<file path="src/rtl/core/tak_pkg.sv">
// Shared types, constants and fixed-point helpers for the tilt-angle Kalman filter.
package tak_pkg;

    // Fixed-point format of every internal value: signed Q8.40 in 48 bits
    localparam int VALUE_WIDTH   = 48;
    localparam int FRACTION_BITS = 40;

    // Configuration port
    localparam int CFG_W     = 47;
    localparam int CFG_IDX_W = 2;

    typedef enum logic [CFG_IDX_W-1:0] {
        CFG_ANGLE_NOISE = 2'd0,
        CFG_BIAS_NOISE  = 2'd1,
        CFG_MEAS_NOISE  = 2'd2,
        CFG_TIME_STEP   = 2'd3
    } t_cfg_idx;

    localparam logic [CFG_W-1:0] CFG_RST_ANGLE_NOISE = CFG_W'(64'd549755814);
    localparam logic [CFG_W-1:0] CFG_RST_BIAS_NOISE  = CFG_W'(64'd3298535);
    localparam logic [CFG_W-1:0] CFG_RST_MEAS_NOISE  = CFG_W'(64'd21990232556);
    localparam logic [CFG_W-1:0] CFG_RST_TIME_STEP   = CFG_W'(64'd5497558139);

    // Multiplier: one 8-bit digit of the second operand per cycle
    localparam int MUL_DIGIT = 8;
    localparam int MUL_STEPS = (VALUE_WIDTH + MUL_DIGIT - 1) / MUL_DIGIT;
    localparam int MUL_BW    = MUL_STEPS * MUL_DIGIT;
    localparam int MUL_AW    = VALUE_WIDTH + MUL_BW;
    localparam int WIDE_W    = MUL_AW + 1;

    // Divider: dividend is magnitude << FRACTION_BITS plus half the divisor
    localparam int DIV_NW = VALUE_WIDTH + FRACTION_BITS + 1;

    // Gyro scale: 2000/32768 deg/s per count in rad/s, as 34.906585 / 32768
    localparam int RATE_GAIN  = 34906585;
    localparam int RATE_SCALE = 1000000;

    typedef logic signed [VALUE_WIDTH-1:0] t_val;
    typedef logic        [VALUE_WIDTH-1:0] t_mag;

    localparam t_val VAL_MAX = t_val'((65'd1 << (VALUE_WIDTH - 1)) - 65'd1);
    localparam t_val VAL_MIN = t_val'(65'd1 << (VALUE_WIDTH - 1));
    localparam t_val ONE_VAL = t_val'(65'd1 << FRACTION_BITS);

    typedef struct packed {
        logic signed [15:0] accel_z_raw;
        logic signed [15:0] gyro_y_raw;
    } t_in_word;

    typedef struct packed {
        t_val angle_estimate;
        t_val rate_estimate;
    } t_out_word;

    // Sequencer
    typedef enum logic [2:0] {
        ST_IDLE,
        ST_ISSUE,
        ST_WAIT,
        ST_DONE
    } t_state;

    typedef enum logic [3:0] {
        OP_RATE,
        OP_ANGLE_PRED,
        OP_P00_PRED,
        OP_P01_PRED,
        OP_P11_PRED,
        OP_K0,
        OP_K1,
        OP_P00_UPD,
        OP_P01_UPD,
        OP_P10_UPD,
        OP_P11_UPD,
        OP_ANGLE_UPD,
        OP_BIAS_UPD
    } t_op;

    // Magnitude of a signed value; the most negative value maps to 2^(W-1)
    function automatic t_mag mag(t_val a);
        t_mag u;
        u = t_mag'(a);
        return a[VALUE_WIDTH-1] ? (~u + t_mag'(1)) : u;
    endfunction

    // Apply a sign to a magnitude, saturating to the signed range
    function automatic t_val from_mag(logic [WIDE_W-1:0] m, logic neg, logic ovf);
        logic [WIDE_W-1:0] lim;
        t_mag              r;
        lim = (WIDE_W'(1) << (VALUE_WIDTH - 1)) - (neg ? WIDE_W'(0) : WIDE_W'(1));
        if (ovf || (m > lim)) begin
            r = lim[VALUE_WIDTH-1:0];
        end else begin
            r = m[VALUE_WIDTH-1:0];
        end
        return neg ? t_val'(~r + t_mag'(1)) : t_val'(r);
    endfunction

    function automatic t_val sadd(t_val a, t_val b);
        logic [VALUE_WIDTH:0] s;
        s = {a[VALUE_WIDTH-1], a} + {b[VALUE_WIDTH-1], b};
        if (s[VALUE_WIDTH] != s[VALUE_WIDTH-1]) begin
            return s[VALUE_WIDTH] ? VAL_MIN : VAL_MAX;
        end
        return t_val'(s[VALUE_WIDTH-1:0]);
    endfunction

    function automatic t_val ssub(t_val a, t_val b);
        logic [VALUE_WIDTH:0] s;
        s = {a[VALUE_WIDTH-1], a} - {b[VALUE_WIDTH-1], b};
        if (s[VALUE_WIDTH] != s[VALUE_WIDTH-1]) begin
            return s[VALUE_WIDTH] ? VAL_MIN : VAL_MAX;
        end
        return t_val'(s[VALUE_WIDTH-1:0]);
    endfunction

    // Register value as a signed operand, clamped to the largest value
    function automatic t_val reg_val(logic [CFG_W-1:0] r);
        logic [WIDE_W-1:0] w;
        w = WIDE_W'(r);
        if (w > WIDE_W'(VAL_MAX)) begin
            return VAL_MAX;
        end
        return t_val'(w[VALUE_WIDTH-1:0]);
    endfunction

endpackage

</file>
<file path="src/rtl/core/tak_mul.sv">
// Digit-serial signed fixed-point multiplier with round-to-nearest and saturation.
module tak_mul (
    input  logic          i_clk,
    input  logic          i_rst_n,
    input  logic          i_start,
    input  tak_pkg::t_mag i_a_mag,
    input  tak_pkg::t_mag i_b_mag,
    input  logic          i_neg,
    output logic          o_done,
    output tak_pkg::t_val o_res
);
    import tak_pkg::*;

    localparam int CW = $clog2(MUL_STEPS + 1);

    logic              r_busy;
    logic              r_done;
    logic [CW-1:0]     r_cnt;
    logic [MUL_AW-1:0] r_acc;
    logic [MUL_BW-1:0] r_b;
    t_mag              r_a;
    logic              r_neg;
    t_val              r_res;
    logic [WIDE_W-1:0] rounded;
    logic [MUL_AW-1:0] partial;

    // Round half away from zero on the magnitude, then drop fraction bits
    assign rounded = (WIDE_W'(r_acc) + (WIDE_W'(1) << (FRACTION_BITS - 1))) >> FRACTION_BITS;
    assign partial = MUL_AW'(r_a) * MUL_AW'(r_b[MUL_BW-1 -: MUL_DIGIT]);

    // Sequence control
    always_ff @(posedge i_clk) begin
        if (!i_rst_n) begin
            r_busy <= 1'b0;
            r_done <= 1'b0;
            r_cnt  <= '0;
        end else begin
            r_done <= 1'b0;
            if (i_start) begin
                r_busy <= 1'b1;
                r_cnt  <= '0;
            end else if (r_busy) begin
                if (r_cnt == CW'(MUL_STEPS)) begin
                    r_busy <= 1'b0;
                    r_done <= 1'b1;
                end else begin
                    r_cnt <= r_cnt + CW'(1);
                end
            end
        end
    end

    // Accumulate one digit per cycle, most significant first
    always_ff @(posedge i_clk) begin
        if (i_start) begin
            r_acc <= '0;
            r_a   <= i_a_mag;
            r_b   <= MUL_BW'(i_b_mag);
            r_neg <= i_neg;
        end else if (r_busy) begin
            if (r_cnt == CW'(MUL_STEPS)) begin
                r_res <= from_mag(rounded, r_neg, 1'b0);
            end else begin
                r_acc <= (r_acc << MUL_DIGIT) + partial;
                r_b   <= r_b << MUL_DIGIT;
            end
        end
    end

    assign o_done = r_done;
    assign o_res  = r_res;

endmodule

</file>
<file path="config.mk">
export PLATFORM = sky130hd
export DESIGN_NAME = tak_mul
export DESIGN_NICKNAME = d
export VERILOG_FILES = /design/src/rtl/core/tak_pkg.sv /design/src/rtl/core/tak_mul.sv
export SDC_FILE = /design/constraint.sdc
export NUM_CORES = 1
export LEC_CHECK = 0
export ABC_AREA = 1
export BUFFER_PORTS_ARGS = -buffer_cell sky130_fd_sc_hd__buf_2
export CORE_MARGIN = 4
export CORE_UTILIZATION = 41
export CTS_CLUSTER_DIAMETER = 80
export DETAILED_ROUTE_END_ITERATION = 10
export SYNTH_ARGS = -nofsm -noshare
export SYNTH_HDL_FRONTEND = slang
export SYNTH_SLANG_ARGS = --single-unit
</file>
<file path="constraint.sdc">
create_clock -name i_clk -period 8.8 [get_ports i_clk]
set_input_delay 0 -clock i_clk [delete_from_list [all_inputs] [get_ports i_clk]]
set_output_delay 0 -clock i_clk [all_outputs]
set_load 0.05 [all_outputs]
</file>
==> results.json, run 1 <==
{
  "io_buffers": 148,
  "viasPerCell": 4.891,
  "syn_inst": 4089,
  "initial_core_util_pct": 41.54,
  "clock_sinks": 246,
  "die_x_um": 274.8,
  "firstDrtPassIters": 7,
  "areaGrowthSynthToFinish_pct": 12.68,
  "rsz0062_at_grt": "false",
  "finalHoldViolCount": 0,
  "path_class": "reg -> reg",
  "timing.final.crit_share_pct": 80.42,
  "critPathRequiredTime_ns": 9.27,
  "core-area_um2": 70270,
  "routed-via-count": 25560,
  "clk_pin_slew_ns": 0.06,
  "gp_congestion": 0.9350,
  "grt_pass1_vias": 25290,
  "final_cell_area_um2": 32890,
  "cap_violations": 0,
  "cp_common_cell": "nand2_1",
  "tns_ns": 0,
  "critical-path-max-stage-delay_ns": 0.92,
  "critPathTopFamily": "adder cells",
  "root_buffer": "clkbuf_16",
  "track_usage_pct": 23.30,
  "die_h_um": 274.8,
  "synth-warning-count": 0,
  "fill_cells": 7215,
  "wl_per_cell_um": 16.62,
  "synth-edff-count": 145,
  "diodes": 0,
  "grt_start_max_net_pins": 93,
  "status": "complete, no violations",
  "drv_slew": 0,
  "die-area_um2": 75530,
  "fin_skew_ns": 0.02546,
  "grt-ovfl-total": 0,
  "synth_area_per_cell_um2": 7.139,
  "crit_buf_inv": 5,
  "hp-class": "in -> reg",
  "start_kind": "register",
  "drt-total-wl_um": 86860,
  "insertion_delay_ns": 0.58,
  "synth_flop_cell": "edfxtp_1",
  "synth-async-reset-ratio_pct": 0,
  "drive_gt1_share_pct": 7.048,
  "io_pins": 149,
  "cts_resized": 0,
  "fin_crit_ns": 7.077,
  "critPathMaxFanout": 19,
  "dr.first_iter.drc_count": 1861,
  "critPathArrivalTime_ns": 7.55,
  "drc": 0,
  "h-tree-depth": 2,
  "post_dp_cell_area_um2": 30680,
  "fmax_mhz": 141.3,
  "whs_ns": 0.1395,
  "setup_viol": 0,
  "synth_cell_types": 52,
  "nets": 4814,
  "yosysMostFrequentCell": "nand2_1",
  "hpwlAfterDp_um": 67990,
  "synth_top_area_share_pct": 22.15,
  "tightest_slew_ns": 1.052,
  "yosysSeqAreaShare_pct": 21.84,
  "synth_fp_nets": 4648,
  "cts_buffers": 38,
  "std_cell_rows": 97,
  "post-route-util_pct": 46.81,
  "cts_buffer_depth": 3,
  "slew_headroom_pct": 29.86,
  "synth_commonest_cells": "nand2_1 (1098), inv_1 (1037), fa_1 (323)",
  "ys_ff_latch": 246,
  "crit_slowest_cell": "edfxtp_1",
  "yosys-top-cells-area": "fa_1 (22%), edfxtp_1 (15%), nand2_1 (14%)",
  "synth.cell_area_um2": 29190,
  "antenna_found_initial": 2,
  "crit_path_end_kind": "register",
  "ant_nets": 0,
  "cts_tree": "built",
  "yosysTopAreaCell": "fa_1",
  "grt_pass1_wl_um": 138800
}
-- worst paths after layout --
kind,endpoint,startpoint,slack [ns],cells past startpoint
max,r_acc[86],r_b[47],1.72,25
min reg2reg,r_cnt[2],r_cnt[2],0.46,2
min,r_a[32],i_a_mag[32],0.14,2
max reg2reg,r_acc[86],r_b[47],1.72,25
-- per-stage QoR --
| step | cells | setup WS [ns] |
|---|---|---|
| 2_1_floorplan | 4089 | 2.992 |
| 3_3_place_gp | 5055 | 1.875 |
| 3_5_place_dp | 5055 | 1.780 |
| 4_1_cts | 5225 | 1.775 |
| 5_1_grt | 5225 | 1.304 |
| 6_report | 5225 | 1.723 |
-- layer usage --
metal | track usage [%] | share of wire [%]
met4 | 5.471 | 2.2
met3 | 4.239 | 7.7
met1 | 33.74 | 47
met2 | 36.41 | 44
met5 | 0 | 0.020
-- final cells by class --
| class | count | area (µm²) | share of cell area (%) |
|---|---|---|---|
| Multi-Input combinational cell | 2645 | 18210 | 55.37 |
| Clock inverter | 22 | 163.9 | 0.4983 |
| Timing Repair Buffer | 275 | 1976 | 6.007 |
| Inverter | 1049 | 3938 | 11.97 |
| Tap cell | 940 | 1176 | 3.576 |
| Sequential cell | 246 | 6376 | 19.39 |
| Clock buffer | 48 | 1051 | 3.195 |
-- layout by cell type, fill, tap and decap left out, types with 25 or more instances in the layout --
cell type,n
nand3_1,126
o21ai_1,26
o21ai_0,185
xor2_1,75
a31oi_1,39
ha_1,136
buf_2,147
fa_1,323
nor2_1,281
dlygate4sd3_1,100
nand2_1,1097
xnor2_1,28
a21oi_1,161
inv_1,1037
dfxtp_1,101
clkbuf_16,40
edfxtp_1,145
nand4_1,27
buf_4,25
-- registers in the layout, indices dropped and copies added, names as in the netlist --
name,count
r_a,48
o_done,1
r_b,48
r_acc,96
o_res,48
r_cnt,3
r_neg,1
r_busy,1
-- repair_timing --
action                                  4_1_cts  5_1_grt
setup buffers                                 0        0
endpoints found under the hold margin       129        0
hold buffers                                100        0
endpoints found under the setup margin        0        0
-- worst register-to-register path, delay by kind of cell, from the launching register on --
| kind | cells | cell delay (ns) |
|---|---|---|
| adders and majority gates | 5 | 2.46 |
| and+or+nand+nor | 6 | 0.78 |
| DFF | 1 | 0.92 |
| buffers and inverters | 5 | 0.51 |
| AOI/OAI and AO/OA | 9 | 2.30 |
-- logic make-up (layout without fill, tap and decap cells) --
| family | Yosys count | count (layout) | share of synthesized area, % |
|---|---|---|---|
| muxes | 2 | 2 | 0.07715 |
| buffers and inverters | 1198 | 1394 | 15.84 |
| AOI/OAI and AO/OA | 469 | 469 | 8.740 |
| and+or+nand+nor | 1612 | 1612 | 22.43 |
| adders and majority gates | 459 | 459 | 27.98 |
| DFF | 246 | 246 | 21.84 |
| xor gates and xnor gates | 103 | 103 | 3.090 |
Power of run 1 is left out: the tool's default activity adds up to more than one toggle a clock period on the data nets, which glitch-free logic cannot reach.
==> run 2, diff against run 1 <==
Clock period 8.8 ns to 7.2 ns, I/O delays scaled along.
==> run 2 against run 1 <==
Against the previous run:
- wire length is 1.7% lower
- register-to-register slack worse by 0.98 ns
- critical endpoint is now r_acc[72]
- critical path depth is 1 higher
- sequential share of layout area hardly changed
==> results.json, run 2 (synthesis results as in run 1) <==
{
  "start_kind": "register",
  "routed-via-count": 25440,
  "io_buffers": 148,
  "layout_commonest_cell": "nand2_1",
  "slew_headroom_pct": 36.26,
  "wl_per_cell_um": 16.33,
  "fmax_mhz": 154.8,
  "ant_nets": 0,
  "core-area_um2": 70270,
  "status": "complete, no violations",
  "firstDrtPassIters": 7,
  "critPathArrivalTime_ns": 6.93,
  "finalHoldViolCount": 0,
  "crit_path_end_kind": "register",
  "areaGrowthSynthToFinish_pct": 12.64,
  "fin_skew_ns": 0.02641,
  "clock_sinks": 246,
  "h-tree-depth": 2,
  "largest_reg_flops": 96,
  "critPathMaxFanout": 14,
  "nets": 4819,
  "grt_pass1_wl_um": 138000,
  "clk_pin_slew_ns": 0.06,
  "grt-ovfl-total": 0,
  "viasPerCell": 4.867,
  "setup_viol": 0,
  "grt_pass1_vias": 25150,
  "tns_ns": 0,
  "cts_buffers": 35,
  "die_x_um": 274.8,
  "cts_tree": "built",
  "rsz0062_at_grt": "false",
  "hp-class": "in -> reg",
  "grt_start_max_net_pins": 77,
  "cts_buffer_depth": 3,
  "drive_gt1_share_pct": 7.021,
  "critPathRequiredTime_ns": 7.67,
  "diodes": 0,
  "top_register": "r_acc",
  "dr.first_iter.drc_count": 1960,
  "hpwlAfterDp_um": 66940,
  "cts_resized": 0,
  "track_usage_pct": 23.03,
  "die-area_um2": 75530,
  "drc": 0,
  "cap_violations": 0,
  "antenna_found_initial": 1,
  "drv_slew": 0,
  "final_cell_mix": "nand2_1 (1097), inv_1 (1037), fa_1 (323)",
  "tightest_slew_ns": 0.9561,
  "insertion_delay_ns": 0.57,
  "gp_congestion": 0.9729,
  "die_h_um": 274.8,
  "path_class": "reg -> reg",
  "drt-total-wl_um": 85350,
  "io_pins": 149,
  "std_cell_rows": 97,
  "timing.final.crit_share_pct": 89.70,
  "root_buffer": "clkbuf_16",
  "fin_crit_ns": 6.459,
  "initial_core_util_pct": 41.54
}
## run 2: cell types whose count changed in the layout (fill, tap and decap cells not counted), sizes merged
cell and delta:
buf +9, dlygate4sd3 -1, clkbuf +3, inv -3
clkinvlp -3, clkinv -3
## run 2: what timing repair did
action / in CTS / in global routing
hold buffers: 99 / 0
endpoints found under the hold margin: 131 / 0
setup buffers: 0 / 0
## run 2: worst max-delay path, cell delays in order, from the launching register on
cell and delay, ns:
edfxtp_1 0.91, nand2_1 0.15, fa_1 0.48, fa_1 0.49, inv_1 0.06, fa_1 0.54
inv_1 0.06, fa_1 0.53, inv_1 0.04, ha_1 0.34, nand3_1 0.09, nand2_1 0.10
a21oi_1 0.10, o21ai_0 0.42, a31oi_1 0.22, inv_1 0.09, nand2_1 0.05, nand2_1 0.15
a21oi_1 0.17, o21ai_0 0.48, nand3_1 0.14, nand2_1 0.29, nand2_1 0.11, a21oi_1 0.13
o21ai_0 0.11, nand2_1 0.06, inv_1 0.04
## run 2: routing by layer
metal / up-vias / global-route usage (%) / share of wire (%)
met2: 745 / 36.46 / 44
met5: - / 0 / 0
met3: 92 / 3.680 / 7.1
li1: 12580 / - / -
met1: 12030 / 33.71 / 47
met4: 0 / 4.299 / 1.7
## run 2: stage by stage
step                      cell area (µm²)  hold WS [ns]  cells  setup slack (ns)  utilization, %
after floorplan                     29190       0.09887   4089             1.392               -
final                               32880        0.1450   5227            0.7413           46.79
after CTS                           32880        0.1139   5227            0.8624           46.79
after detailed placement            30760        0.1781   5064            0.8565           43.77
after global routing                32880        0.1446   5227            0.2255           46.79
after global placement              30760        0.1769   5064            0.9333           43.77
## run 2: worst paths after layout
kind / slack [ns] / from / to / depth (start not counted)
setup / recovery: 0.74 / r_b[42] / r_acc[72] / 26
hold / removal: 0.14 / i_neg / r_neg / 2
setup reg to reg: 0.74 / r_b[42] / r_acc[72] / 26
hold reg to reg: 0.47 / r_cnt[2] / r_cnt[2] / 2
## run 2: area by class of cell
cell class / instances / area, µm²
inverters: 1049 / 3938
clock buffers: 51 / 1040
repair buffers: 283 / 2046
flip-flops and latches: 246 / 6376
multi-input cells: 2645 / 18210
well taps: 940 / 1176
clock inverters: 13 / 93.84
fillers: 7104 / 37390
Power of run 2 is left out for the same reason.
