<file path="src/rtl/core/tak_pkg.sv">
// Shared types, constants and fixed-point helpers for the tilt-angle Kalman filter.
package tak_pkg;

    // Fixed-point format of every internal value: signed Q8.40 in 48 bits
    localparam int VALUE_WIDTH   = 48;
    localparam int FRACTION_BITS = 40;

    // Configuration port
    localparam int CFG_W     = 47;
    localparam int CFG_IDX_W = 2;

    typedef enum logic [CFG_IDX_W-1:0] {
        CFG_ANGLE_NOISE = 2'd0,
        CFG_BIAS_NOISE  = 2'd1,
        CFG_MEAS_NOISE  = 2'd2,
        CFG_TIME_STEP   = 2'd3
    } t_cfg_idx;

    localparam logic [CFG_W-1:0] CFG_RST_ANGLE_NOISE = CFG_W'(64'd549755814);
    localparam logic [CFG_W-1:0] CFG_RST_BIAS_NOISE  = CFG_W'(64'd3298535);
    localparam logic [CFG_W-1:0] CFG_RST_MEAS_NOISE  = CFG_W'(64'd21990232556);
    localparam logic [CFG_W-1:0] CFG_RST_TIME_STEP   = CFG_W'(64'd5497558139);

    // Multiplier: one 8-bit digit of the second operand per cycle
    localparam int MUL_DIGIT = 8;
    localparam int MUL_STEPS = (VALUE_WIDTH + MUL_DIGIT - 1) / MUL_DIGIT;
    localparam int MUL_BW    = MUL_STEPS * MUL_DIGIT;
    localparam int MUL_AW    = VALUE_WIDTH + MUL_BW;
    localparam int WIDE_W    = MUL_AW + 1;

    // Divider: dividend is magnitude << FRACTION_BITS plus half the divisor
    localparam int DIV_NW = VALUE_WIDTH + FRACTION_BITS + 1;

    // Gyro scale: 2000/32768 deg/s per count in rad/s, as 34.906585 / 32768
    localparam int RATE_GAIN  = 34906585;
    localparam int RATE_SCALE = 1000000;

    typedef logic signed [VALUE_WIDTH-1:0] t_val;
    typedef logic        [VALUE_WIDTH-1:0] t_mag;

    localparam t_val VAL_MAX = t_val'((65'd1 << (VALUE_WIDTH - 1)) - 65'd1);
    localparam t_val VAL_MIN = t_val'(65'd1 << (VALUE_WIDTH - 1));
    localparam t_val ONE_VAL = t_val'(65'd1 << FRACTION_BITS);

    typedef struct packed {
        logic signed [15:0] accel_z_raw;
        logic signed [15:0] gyro_y_raw;
    } t_in_word;

    typedef struct packed {
        t_val angle_estimate;
        t_val rate_estimate;
    } t_out_word;

    // Sequencer
    typedef enum logic [2:0] {
        ST_IDLE,
        ST_ISSUE,
        ST_WAIT,
        ST_DONE
    } t_state;

    typedef enum logic [3:0] {
        OP_RATE,
        OP_ANGLE_PRED,
        OP_P00_PRED,
        OP_P01_PRED,
        OP_P11_PRED,
        OP_K0,
        OP_K1,
        OP_P00_UPD,
        OP_P01_UPD,
        OP_P10_UPD,
        OP_P11_UPD,
        OP_ANGLE_UPD,
        OP_BIAS_UPD
    } t_op;

    // Magnitude of a signed value; the most negative value maps to 2^(W-1)
    function automatic t_mag mag(t_val a);
        t_mag u;
        u = t_mag'(a);
        return a[VALUE_WIDTH-1] ? (~u + t_mag'(1)) : u;
    endfunction

    // Apply a sign to a magnitude, saturating to the signed range
    function automatic t_val from_mag(logic [WIDE_W-1:0] m, logic neg, logic ovf);
        logic [WIDE_W-1:0] lim;
        t_mag              r;
        lim = (WIDE_W'(1) << (VALUE_WIDTH - 1)) - (neg ? WIDE_W'(0) : WIDE_W'(1));
        if (ovf || (m > lim)) begin
            r = lim[VALUE_WIDTH-1:0];
        end else begin
            r = m[VALUE_WIDTH-1:0];
        end
        return neg ? t_val'(~r + t_mag'(1)) : t_val'(r);
    endfunction

    function automatic t_val sadd(t_val a, t_val b);
        logic [VALUE_WIDTH:0] s;
        s = {a[VALUE_WIDTH-1], a} + {b[VALUE_WIDTH-1], b};
        if (s[VALUE_WIDTH] != s[VALUE_WIDTH-1]) begin
            return s[VALUE_WIDTH] ? VAL_MIN : VAL_MAX;
        end
        return t_val'(s[VALUE_WIDTH-1:0]);
    endfunction

    function automatic t_val ssub(t_val a, t_val b);
        logic [VALUE_WIDTH:0] s;
        s = {a[VALUE_WIDTH-1], a} - {b[VALUE_WIDTH-1], b};
        if (s[VALUE_WIDTH] != s[VALUE_WIDTH-1]) begin
            return s[VALUE_WIDTH] ? VAL_MIN : VAL_MAX;
        end
        return t_val'(s[VALUE_WIDTH-1:0]);
    endfunction

    // Register value as a signed operand, clamped to the largest value
    function automatic t_val reg_val(logic [CFG_W-1:0] r);
        logic [WIDE_W-1:0] w;
        w = WIDE_W'(r);
        if (w > WIDE_W'(VAL_MAX)) begin
            return VAL_MAX;
        end
        return t_val'(w[VALUE_WIDTH-1:0]);
    endfunction

endpackage

</file>
<file path="src/rtl/core/tak_div.sv">
// Bit-serial restoring divider producing a saturated signed fixed-point quotient.
module tak_div (
    input  logic                       i_clk,
    input  logic                       i_rst_n,
    input  logic                       i_start,
    input  logic [tak_pkg::DIV_NW-1:0] i_num,
    input  tak_pkg::t_mag              i_den,
    input  logic                       i_neg,
    output logic                       o_done,
    output tak_pkg::t_val              o_res
);
    import tak_pkg::*;

    localparam int CW = $clog2(VALUE_WIDTH + 1);

    logic                 r_busy;
    logic                 r_done;
    logic [CW-1:0]        r_cnt;
    t_mag                 r_rem;
    t_mag                 r_low;
    t_mag                 r_q;
    t_mag                 r_den;
    logic                 r_neg;
    logic                 r_ovf;
    t_val                 r_res;
    logic [VALUE_WIDTH:0] trial;
    logic                 fits;

    assign trial = {r_rem, r_low[VALUE_WIDTH-1]};
    assign fits  = (trial >= {1'b0, r_den});

    // Sequence control
    always_ff @(posedge i_clk) begin
        if (!i_rst_n) begin
            r_busy <= 1'b0;
            r_done <= 1'b0;
            r_cnt  <= '0;
        end else begin
            r_done <= 1'b0;
            if (i_start) begin
                r_busy <= 1'b1;
                r_cnt  <= '0;
            end else if (r_busy) begin
                if (r_cnt == CW'(VALUE_WIDTH)) begin
                    r_busy <= 1'b0;
                    r_done <= 1'b1;
                end else begin
                    r_cnt <= r_cnt + CW'(1);
                end
            end
        end
    end

    // One quotient bit per cycle; flag overflow when the quotient needs more bits
    always_ff @(posedge i_clk) begin
        if (i_start) begin
            r_rem <= VALUE_WIDTH'(i_num[DIV_NW-1:VALUE_WIDTH]);
            r_low <= i_num[VALUE_WIDTH-1:0];
            r_ovf <= (DIV_NW'(i_num[DIV_NW-1:VALUE_WIDTH]) >= DIV_NW'(i_den));
            r_den <= i_den;
            r_neg <= i_neg;
            r_q   <= '0;
        end else if (r_busy) begin
            if (r_cnt == CW'(VALUE_WIDTH)) begin
                r_res <= from_mag(WIDE_W'(r_q), r_neg, r_ovf);
            end else begin
                r_rem <= fits ? VALUE_WIDTH'(trial - {1'b0, r_den}) : trial[VALUE_WIDTH-1:0];
                r_low <= r_low << 1;
                r_q   <= {r_q[VALUE_WIDTH-2:0], fits};
            end
        end
    end

    assign o_done = r_done;
    assign o_res  = r_res;

endmodule

</file>
<file path="config.mk">
export PLATFORM = sky130hd
export DESIGN_NAME = tak_div
export DESIGN_NICKNAME = d
export VERILOG_FILES = /design/src/rtl/core/tak_pkg.sv /design/src/rtl/core/tak_div.sv
export SDC_FILE = /design/constraint.sdc
export NUM_CORES = 1
export LEC_CHECK = 0
export ABC_AREA = 1
export BUFFER_PORTS_ARGS = -buffer_cell sky130_fd_sc_hd__buf_4
export CORE_AREA = 3 3 184 276
export DETAILED_ROUTE_END_ITERATION = 10
export DIE_AREA = 0 0 187 279
export HOLD_SLACK_MARGIN = 0.15
export SETUP_SLACK_MARGIN = 0.5
export SLEW_MARGIN = 10
export SYNTH_ARGS = -nofsm -noshare
export SYNTH_HDL_FRONTEND = slang
export SYNTH_SLANG_ARGS = --single-unit
export TNS_END_PERCENT = 1
</file>
<file path="constraint.sdc">
create_clock -name i_clk -period 5.9 [get_ports i_clk]
set_input_delay 1.18 -clock i_clk [delete_from_list [all_inputs] [get_ports i_clk]]
set_output_delay 1.18 -clock i_clk [all_outputs]
set_load 0.05 [all_outputs]
</file>
==> results of run 1 <==
worst max-delay path: cells and delay by family, from the launching register on:
family / cells / cell delay, ps
buffers and inverters: 4 / 840
flip-flops: 1 / 320
AO/OA/AOI/OAI: 3 / 600
AND/OR/NAND/NOR: 12 / 2160
adder cells (fa/ha/maj): 2 / 500
stage by stage:
stage | hold WS (ps) | power (mW)
after floorplan | 448 | 2.94
after global placement | 466 | 3.33
after detailed placement | 467 | 3.35
after CTS | 479 | 5.15
after global routing | 497 | 5.38
final | 480 | 5.09
synthesized netlist by cell type, types with 4 or more instances:
master / n
a211oi_1: 4
nor4_1: 13
nor3_1: 10
a31oi_1: 9
a21o_1: 7
o22ai_1: 47
xor2_1: 17
inv_1: 295
edfxtp_1: 187
dfxtp_1: 63
o211ai_1: 11
clkbuf_1: 44
nor2_2: 10
nand3_2: 11
buf_1: 6
o21ai_1: 33
o21a_1: 10
nand4_1: 28
or2_2: 6
o221ai_1: 5
buf_2: 7
nand2_2: 7
nor2_1: 176
xnor2_1: 24
a21oi_1: 107
nand3_1: 153
ha_1: 140
o21ai_0: 135
nand2_1: 590
final cells by class:
type | instances | area (um2)
multi-input combinational | 1583 | 8620
fill | 5092 | 28800
inverter | 298 | 1120
sequential | 250 | 6880
clock inverter | 17 | 175
tap | 656 | 821
clock buffer | 33 | 738
timing repair buffer | 200 | 1540
final timing paths:
kind              from         to  slack (ps)  depth (start not counted)
max              r_neg  o_res[20]        1190                         21
min          r_rem[43]  r_rem[43]         480                          2
max reg2reg      r_neg  o_res[20]        1190                         21
min reg2reg  r_rem[43]  r_rem[43]         480                          2
registers in the layout, indices dropped and copies added, names as in the netlist:
signal  cells
o_res      48
r_low      48
r_rem      48
r_busy      1
o_done      1
r_neg       1
r_ovf       1
r_cnt       6
r_den      48
r_q        48
metal layers:
layer,GRT usage [%],vias to the layer above
li1,-,7688
met1,19.0,7092
met4,8.75,0
met3,2.14,111
met5,0,-
met2,39.2,311
cell families (layout without fill, tap and decap cells):
kind of cell / after synthesis / in the layout / share of synthesized area, %
AND/OR/NAND/NOR: 1019 / 1019 / 25.7
AO/OA/AOI/OAI: 380 / 380 / 12.5
buffers and inverters: 362 / 548 / 8.40
flip-flops: 250 / 250 / 40.7
adder cells (fa/ha/maj): 141 / 141 / 10.5
XOR/XNOR: 41 / 41 / 2.13
multiplexers: 2 / 2 / 0.126
power by group:
part	total (mW)	internal, mW	switching (mW)
logic	1.25	0.434	0.814
registers	2.06	2.02	0.0406
clock network	1.78	1.02	0.753
total	5.09	3.48	1.61
==> impl_metrics.py, run 1 <==
metrics = {
    "sta": {
        "max_freq_ghz": 0.212,
        "setup_tns_ps": 0,
        "final-setup-viol-count": 0,
        "min_period_over_period_pct": 79.9,
        "rsz0062_at_grt": "false",
        "worst_pin_slew_ps": 1170,
        "max_slew_margin_pct": 21.0,
        "drv_slew": 0,
        "setup_slack_ps": 1190,
        "fin_crit_ps": 4710,
        "hold_viol": 0,
        "skew_ps": 9.61,
    },
    "final_layout": {
        "fin_util_pct": 40.9,
        "layout_common_cells": "nand2_1, inv_1, buf_4",
        "area_growth_pct": 17.7,
        "diodes": 0,
        "drive_above_1_share_pct": 12.4,
        "design_area_um2": 19900,
        "nNetsFinal": 2642,
        "fin_cells": 3037,
        "layout_commonest_cell": "nand2_1",
    },
    "logic_synthesis": {
        "async_reset_ff_share_pct": 0,
        "avgSynthCellArea_um2": 7.70,
        "ys.flop_type": "edfxtp_1",
        "ys_types": 53,
        "post-synth-top-area-fraction_pct": 33.2,
        "synth_area_leaders": "edfxtp_1, nand2_1, ha_1, dfxtp_1, inv_1",
        "synth_seq_area_share_pct": 40.7,
        "synth_nets": 2477,
        "ys_ff_latch": 250,
        "netlist_area_um2": 16900,
        "synth_top_area_cell": "edfxtp_1",
        "ys_warn_count": 0,
        "synth_edf_count": 187,
        "synthCells": 2195,
    },
    "worst_setup_path": {
        "start_kind": "register",
        "cpPeakStageDelay_ps": 430,
        "cp_common_cell": "nand2_4",
        "worst_path_max_delay_cell": "buf_4",
        "critical_path_class": "register to register",
        "cp_max_fo": 48,
        "crit_chain": "buf_4, clkinv_1, ha_1, nand3_1, nor2_2, nand3_2, nor4b_2, nand3_1, nand2_4, nand2_4, nand2_4, o21ai_1, inv_1, ha_1, nand2_1, nor2_2, nand2_1, nor2_1, a21oi_1, o21ai_0, inv_1",
        "cp-end-kind": "register",
        "arrival_ps": 5020,
        "crit_required_ps": 6200,
    },
    "grt": {
        "antenna_found_initial": 0,
        "overflow": 0,
        "grt_pass1_vias": 15709,
        "grt_max_degree": 85,
        "grt_pass1_wl_um": 80600,
        "track_usage_pct": 19.2,
    },
    "floorplan": {
        "die_area_um2": 52200,
        "fp.coreArea_um2": 48700,
        "ios": 190,
        "die_x_um": 187,
        "rows": 99,
        "initial_utilization_pct": 34.7,
        "die_h_um": 279,
    },
    "clocking": {
        "cts_setup_buffers": 0,
        "clk_pin_slew_worst_paths_ps": 60,
        "clk_latency_ps": 570,
        "htreeDepth": 1,
        "cts_tree": "done",
        "root_buffer": "clkbuf_16",
        "cts_resized": 0,
        "ctsHoldBuffers": 0,
        "cts.sinks": 250,
        "numCtsBuffers": 27,
        "ctsLongestPathBuffers": 3,
    },
    "placement": {
        "dpl_cell_area_um2": 19000,
        "dp.cells": 2987,
        "pre_cts_slack_ps": 1210,
        "io_buffers": 189,
        "dpl.hpwl_um": 40900,
        "gp_congestion": 1.01,
    },
    "routing": {
        "drc_errors": 0,
        "highest_layer": "met4",
        "dr_wl_met3_um": 1690,
        "postRouteWirelength_um": 51500,
        "first_pass_iters": 7,
        "via_count": 15202,
        "vias_per_cell": 5.01,
        "wl_met2_um": 28700,
        "wl_met1_um": 18700,
        "drt_iter0_drc": 721,
        "ant_nets": 0,
        "wl_per_cell_um": 17.0,
    },
    "power_and_ir_drop": {
        "p_per_area_nw_per_um2": 256,
        "p_leak_nw": 9.13,
        "vdd_drop_max_v": 0.000194,
    },
    "min_path": {
        "worst_hold_path_type": "register to register",
    },
    "job": {
        "drv_cap": 0,
    },
    "status": {
        "outcome": "finished clean",
    },
}
No activity file was read; power rests on OpenSTA's default activity.
==> inputs of run 2 (changes only) <==
- ABC_AREA: 1 -> 0
- CORE_AREA: 3 3 184 276 -> 3 3 180 270
- DIE_AREA: 0 0 187 279 -> 0 0 183 273
- clock period: 5.9 -> 4.15 ns (I/O delays scaled with it)
==> impl_metrics.py, run 2 <==
metrics = {
    "status": {
        "outcome": "finished clean",
    },
    "clocking": {
        "root_buffer": "clkbuf_16",
        "clk_latency_ps": 550,
        "clk_pin_slew_worst_paths_ps": 70,
        "numCtsBuffers": 27,
        "cts_tree": "done",
        "cts.sinks": 250,
        "ctsLongestPathBuffers": 3,
        "htreeDepth": 1,
    },
    "sta": {
        "hold_slack_ps": 462,
        "min_period_over_period_pct": 98.0,
        "final-setup-viol-count": 0,
        "skew_ps": 15.1,
        "worst_pin_slew_ps": 1050,
        "fin_crit_ps": 4070,
        "max_slew_margin_pct": 30.2,
        "rsz0062_at_grt": "true",
        "max_freq_ghz": 0.246,
        "hold_viol": 0,
        "drv_slew": 0,
        "setup_slack_ps": 84.5,
    },
    "logic_synthesis": {
        "synth_top_area_cell": "edfxtp_1",
        "synthCells": 1643,
        "netlist_area_um2": 16200,
        "synth_edf_count": 187,
        "post-synth-top-area-fraction_pct": 34.8,
        "ys_ff_latch": 250,
        "async_reset_ff_share_pct": 0,
        "synth_area_leaders": "edfxtp_1, ha_1, dfxtp_1, mux2_2, a21oi_1",
        "synthTopCellsByCount": "edfxtp_1, ha_1, inv_1",
        "avgSynthCellArea_um2": 9.83,
        "synth_seq_area_share_pct": 42.6,
        "synth_nets": 1925,
        "ys_types": 86,
        "ys.flop_type": "edfxtp_1",
        "ys_warn_count": 0,
        "yosysMostFrequentCell": "edfxtp_1",
    },
    "routing": {
        "via_count": 13556,
        "wl_met1_um": 17000,
        "drt_iter0_drc": 703,
        "wl_per_cell_um": 18.5,
        "first_pass_iters": 5,
        "highest_layer": "met4",
        "ant_nets": 0,
        "postRouteWirelength_um": 46300,
        "drc_errors": 0,
        "wl_met2_um": 25500,
        "dr_wl_met3_um": 1470,
        "vias_per_cell": 5.41,
    },
    "power_and_ir_drop": {
        "p_seq_share_pct": 40.1,
        "p_per_area_nw_per_um2": 359,
        "clock_power_share_pct": 32.7,
        "swShare_pct": 30.3,
        "p_int_mw": 5.14,
        "p_switching_mw": 2.24,
        "p_comb_share_pct": 27.2,
        "vdd_drop_max_v": 0.000269,
        "p_leak_nw": 8.95,
    },
    "final_layout": {
        "nNetsFinal": 2173,
        "layout_commonest_cell": "buf_4",
        "diodes": 0,
        "drive_above_1_share_pct": 28.0,
        "nFillCells": 4488,
        "design_area_um2": 20600,
        "layout_common_cells": "buf_4, edfxtp_1, inv_1",
        "area_growth_pct": 27.3,
        "fin_cells": 2505,
    },
    "worst_setup_path": {
        "worst_path_max_delay_cell": "or4_4",
        "arrival_ps": 4480,
        "cp_common_cell": "buf_6",
        "worst-path-buf-inv": 7,
        "crit_required_ps": 4560,
        "cpPeakStageDelay_ps": 600,
        "crit_chain": "buf_8, buf_8, buf_6, ha_4, nand4_1, or4_4, nor3_4, a21oi_4, a2bb2oi_4, buf_6, o21a_1, inv_2, ha_4, buf_6, clkinvlp_4, or4_1, o21ai_1, o21ai_1, a21oi_1",
        "cp-end-kind": "register",
        "critical-path-top-delay-family": "simple AND/OR/NAND/NOR gates",
        "cp_max_fo": 6,
        "critical_path_class": "register to register",
        "start_kind": "register",
    },
    "grt": {
        "grt_pass1_vias": 13897,
        "track_usage_pct": 17.7,
        "grt_max_degree": 71,
        "overflow": 0,
        "antenna_found_initial": 0,
        "grt_pass1_wl_um": 71700,
    },
    "min_path": {
        "worst_hold_path_type": "input port to register",
    },
    "floorplan": {
        "initial_utilization_pct": 34.7,
        "fp.coreArea_um2": 46600,
        "die_h_um": 273,
        "rows": 97,
        "die_x_um": 183,
        "ios": 190,
        "die_area_um2": 50000,
    },
    "placement": {
        "dpl.hpwl_um": 34100,
        "gp_congestion": 0.899,
        "io_buffers": 189,
        "pre_cts_slack_ps": -174,
        "dpl_cell_area_um2": 18700,
        "dp.cells": 2432,
    },
    "job": {
        "drv_cap": 0,
    },
}
[run 2: cells by family (layout without fill, tap and decap cells)]
kind of cell    Yosys count  in the layout  share of synthesized area, %
simple gates            427            427                          13.7
buf+inv                 218            486                          5.35
mux                      75             75                          5.19
fa+ha+maj               141            141                          11.0
flops                   250            250                          42.6
xor+xnor                 52             52                          2.82
compound gates          480            480                          19.4
[run 2: stage by stage]
stage	total power [mW]	TNS (ps)	util [%]
after floorplan	4.27	-19190	-
after global placement	4.82	-116	40.2
after detailed placement	4.86	-1590	40.2
after CTS	7.37	0	43.2
after global routing	7.77	-1040	44.1
final	7.37	0	44.1
[run 2: what timing repair did]
action                                  4_1_cts  5_1_grt
pin swaps                                    19       39
gates resized for setup                      47       72
gates cloned                                  4        1
hold buffers                                  0        0
buffers inserted                             14        5
endpoints found under the setup margin       51       80
[run 2: power groups by stage]
stage / registers [mW] / logic [mW] / clock network, mW
final: 2.96 / 2.00 / 2.41
after CTS: 2.95 / 1.93 / 2.49
after detailed placement: 3.01 / 1.85 / 0
after global routing: 2.97 / 2.21 / 2.59
after global placement: 3.00 / 1.82 / 0
after floorplan: 2.99 / 1.28 / 0
[run 2: worst paths after layout]
check	depth (start not counted)	to	slack (ps)	startpoint
setup / recovery	19	o_res[10]	80	r_neg
hold / removal	1	r_neg	460	i_neg
setup reg to reg	19	o_res[10]	80	r_neg
hold reg to reg	2	r_cnt[5]	490	r_cnt[5]
[run 2: area by class of cell]
cell class / instances / area, um2 / share of cell area (%)
Multi-Input combinational cell: 1175 / 9070 / 44.1
Sequential cell: 250 / 6880 / 33.4
Tap cell: 594 / 743 / 3.61
Clock inverter: 18 / 170 / 0.828
Inverter: 130 / 494 / 2.40
Clock buffer: 31 / 711 / 3.46
Timing Repair Buffer: 307 / 2490 / 12.1
[run 2: layer usage]
layer	vias to the layer above	track usage, %
met1	6516	18.5
met4	0	8.24
met2	338	34.8
met5	-	0
li1	6578	-
met3	124	1.76
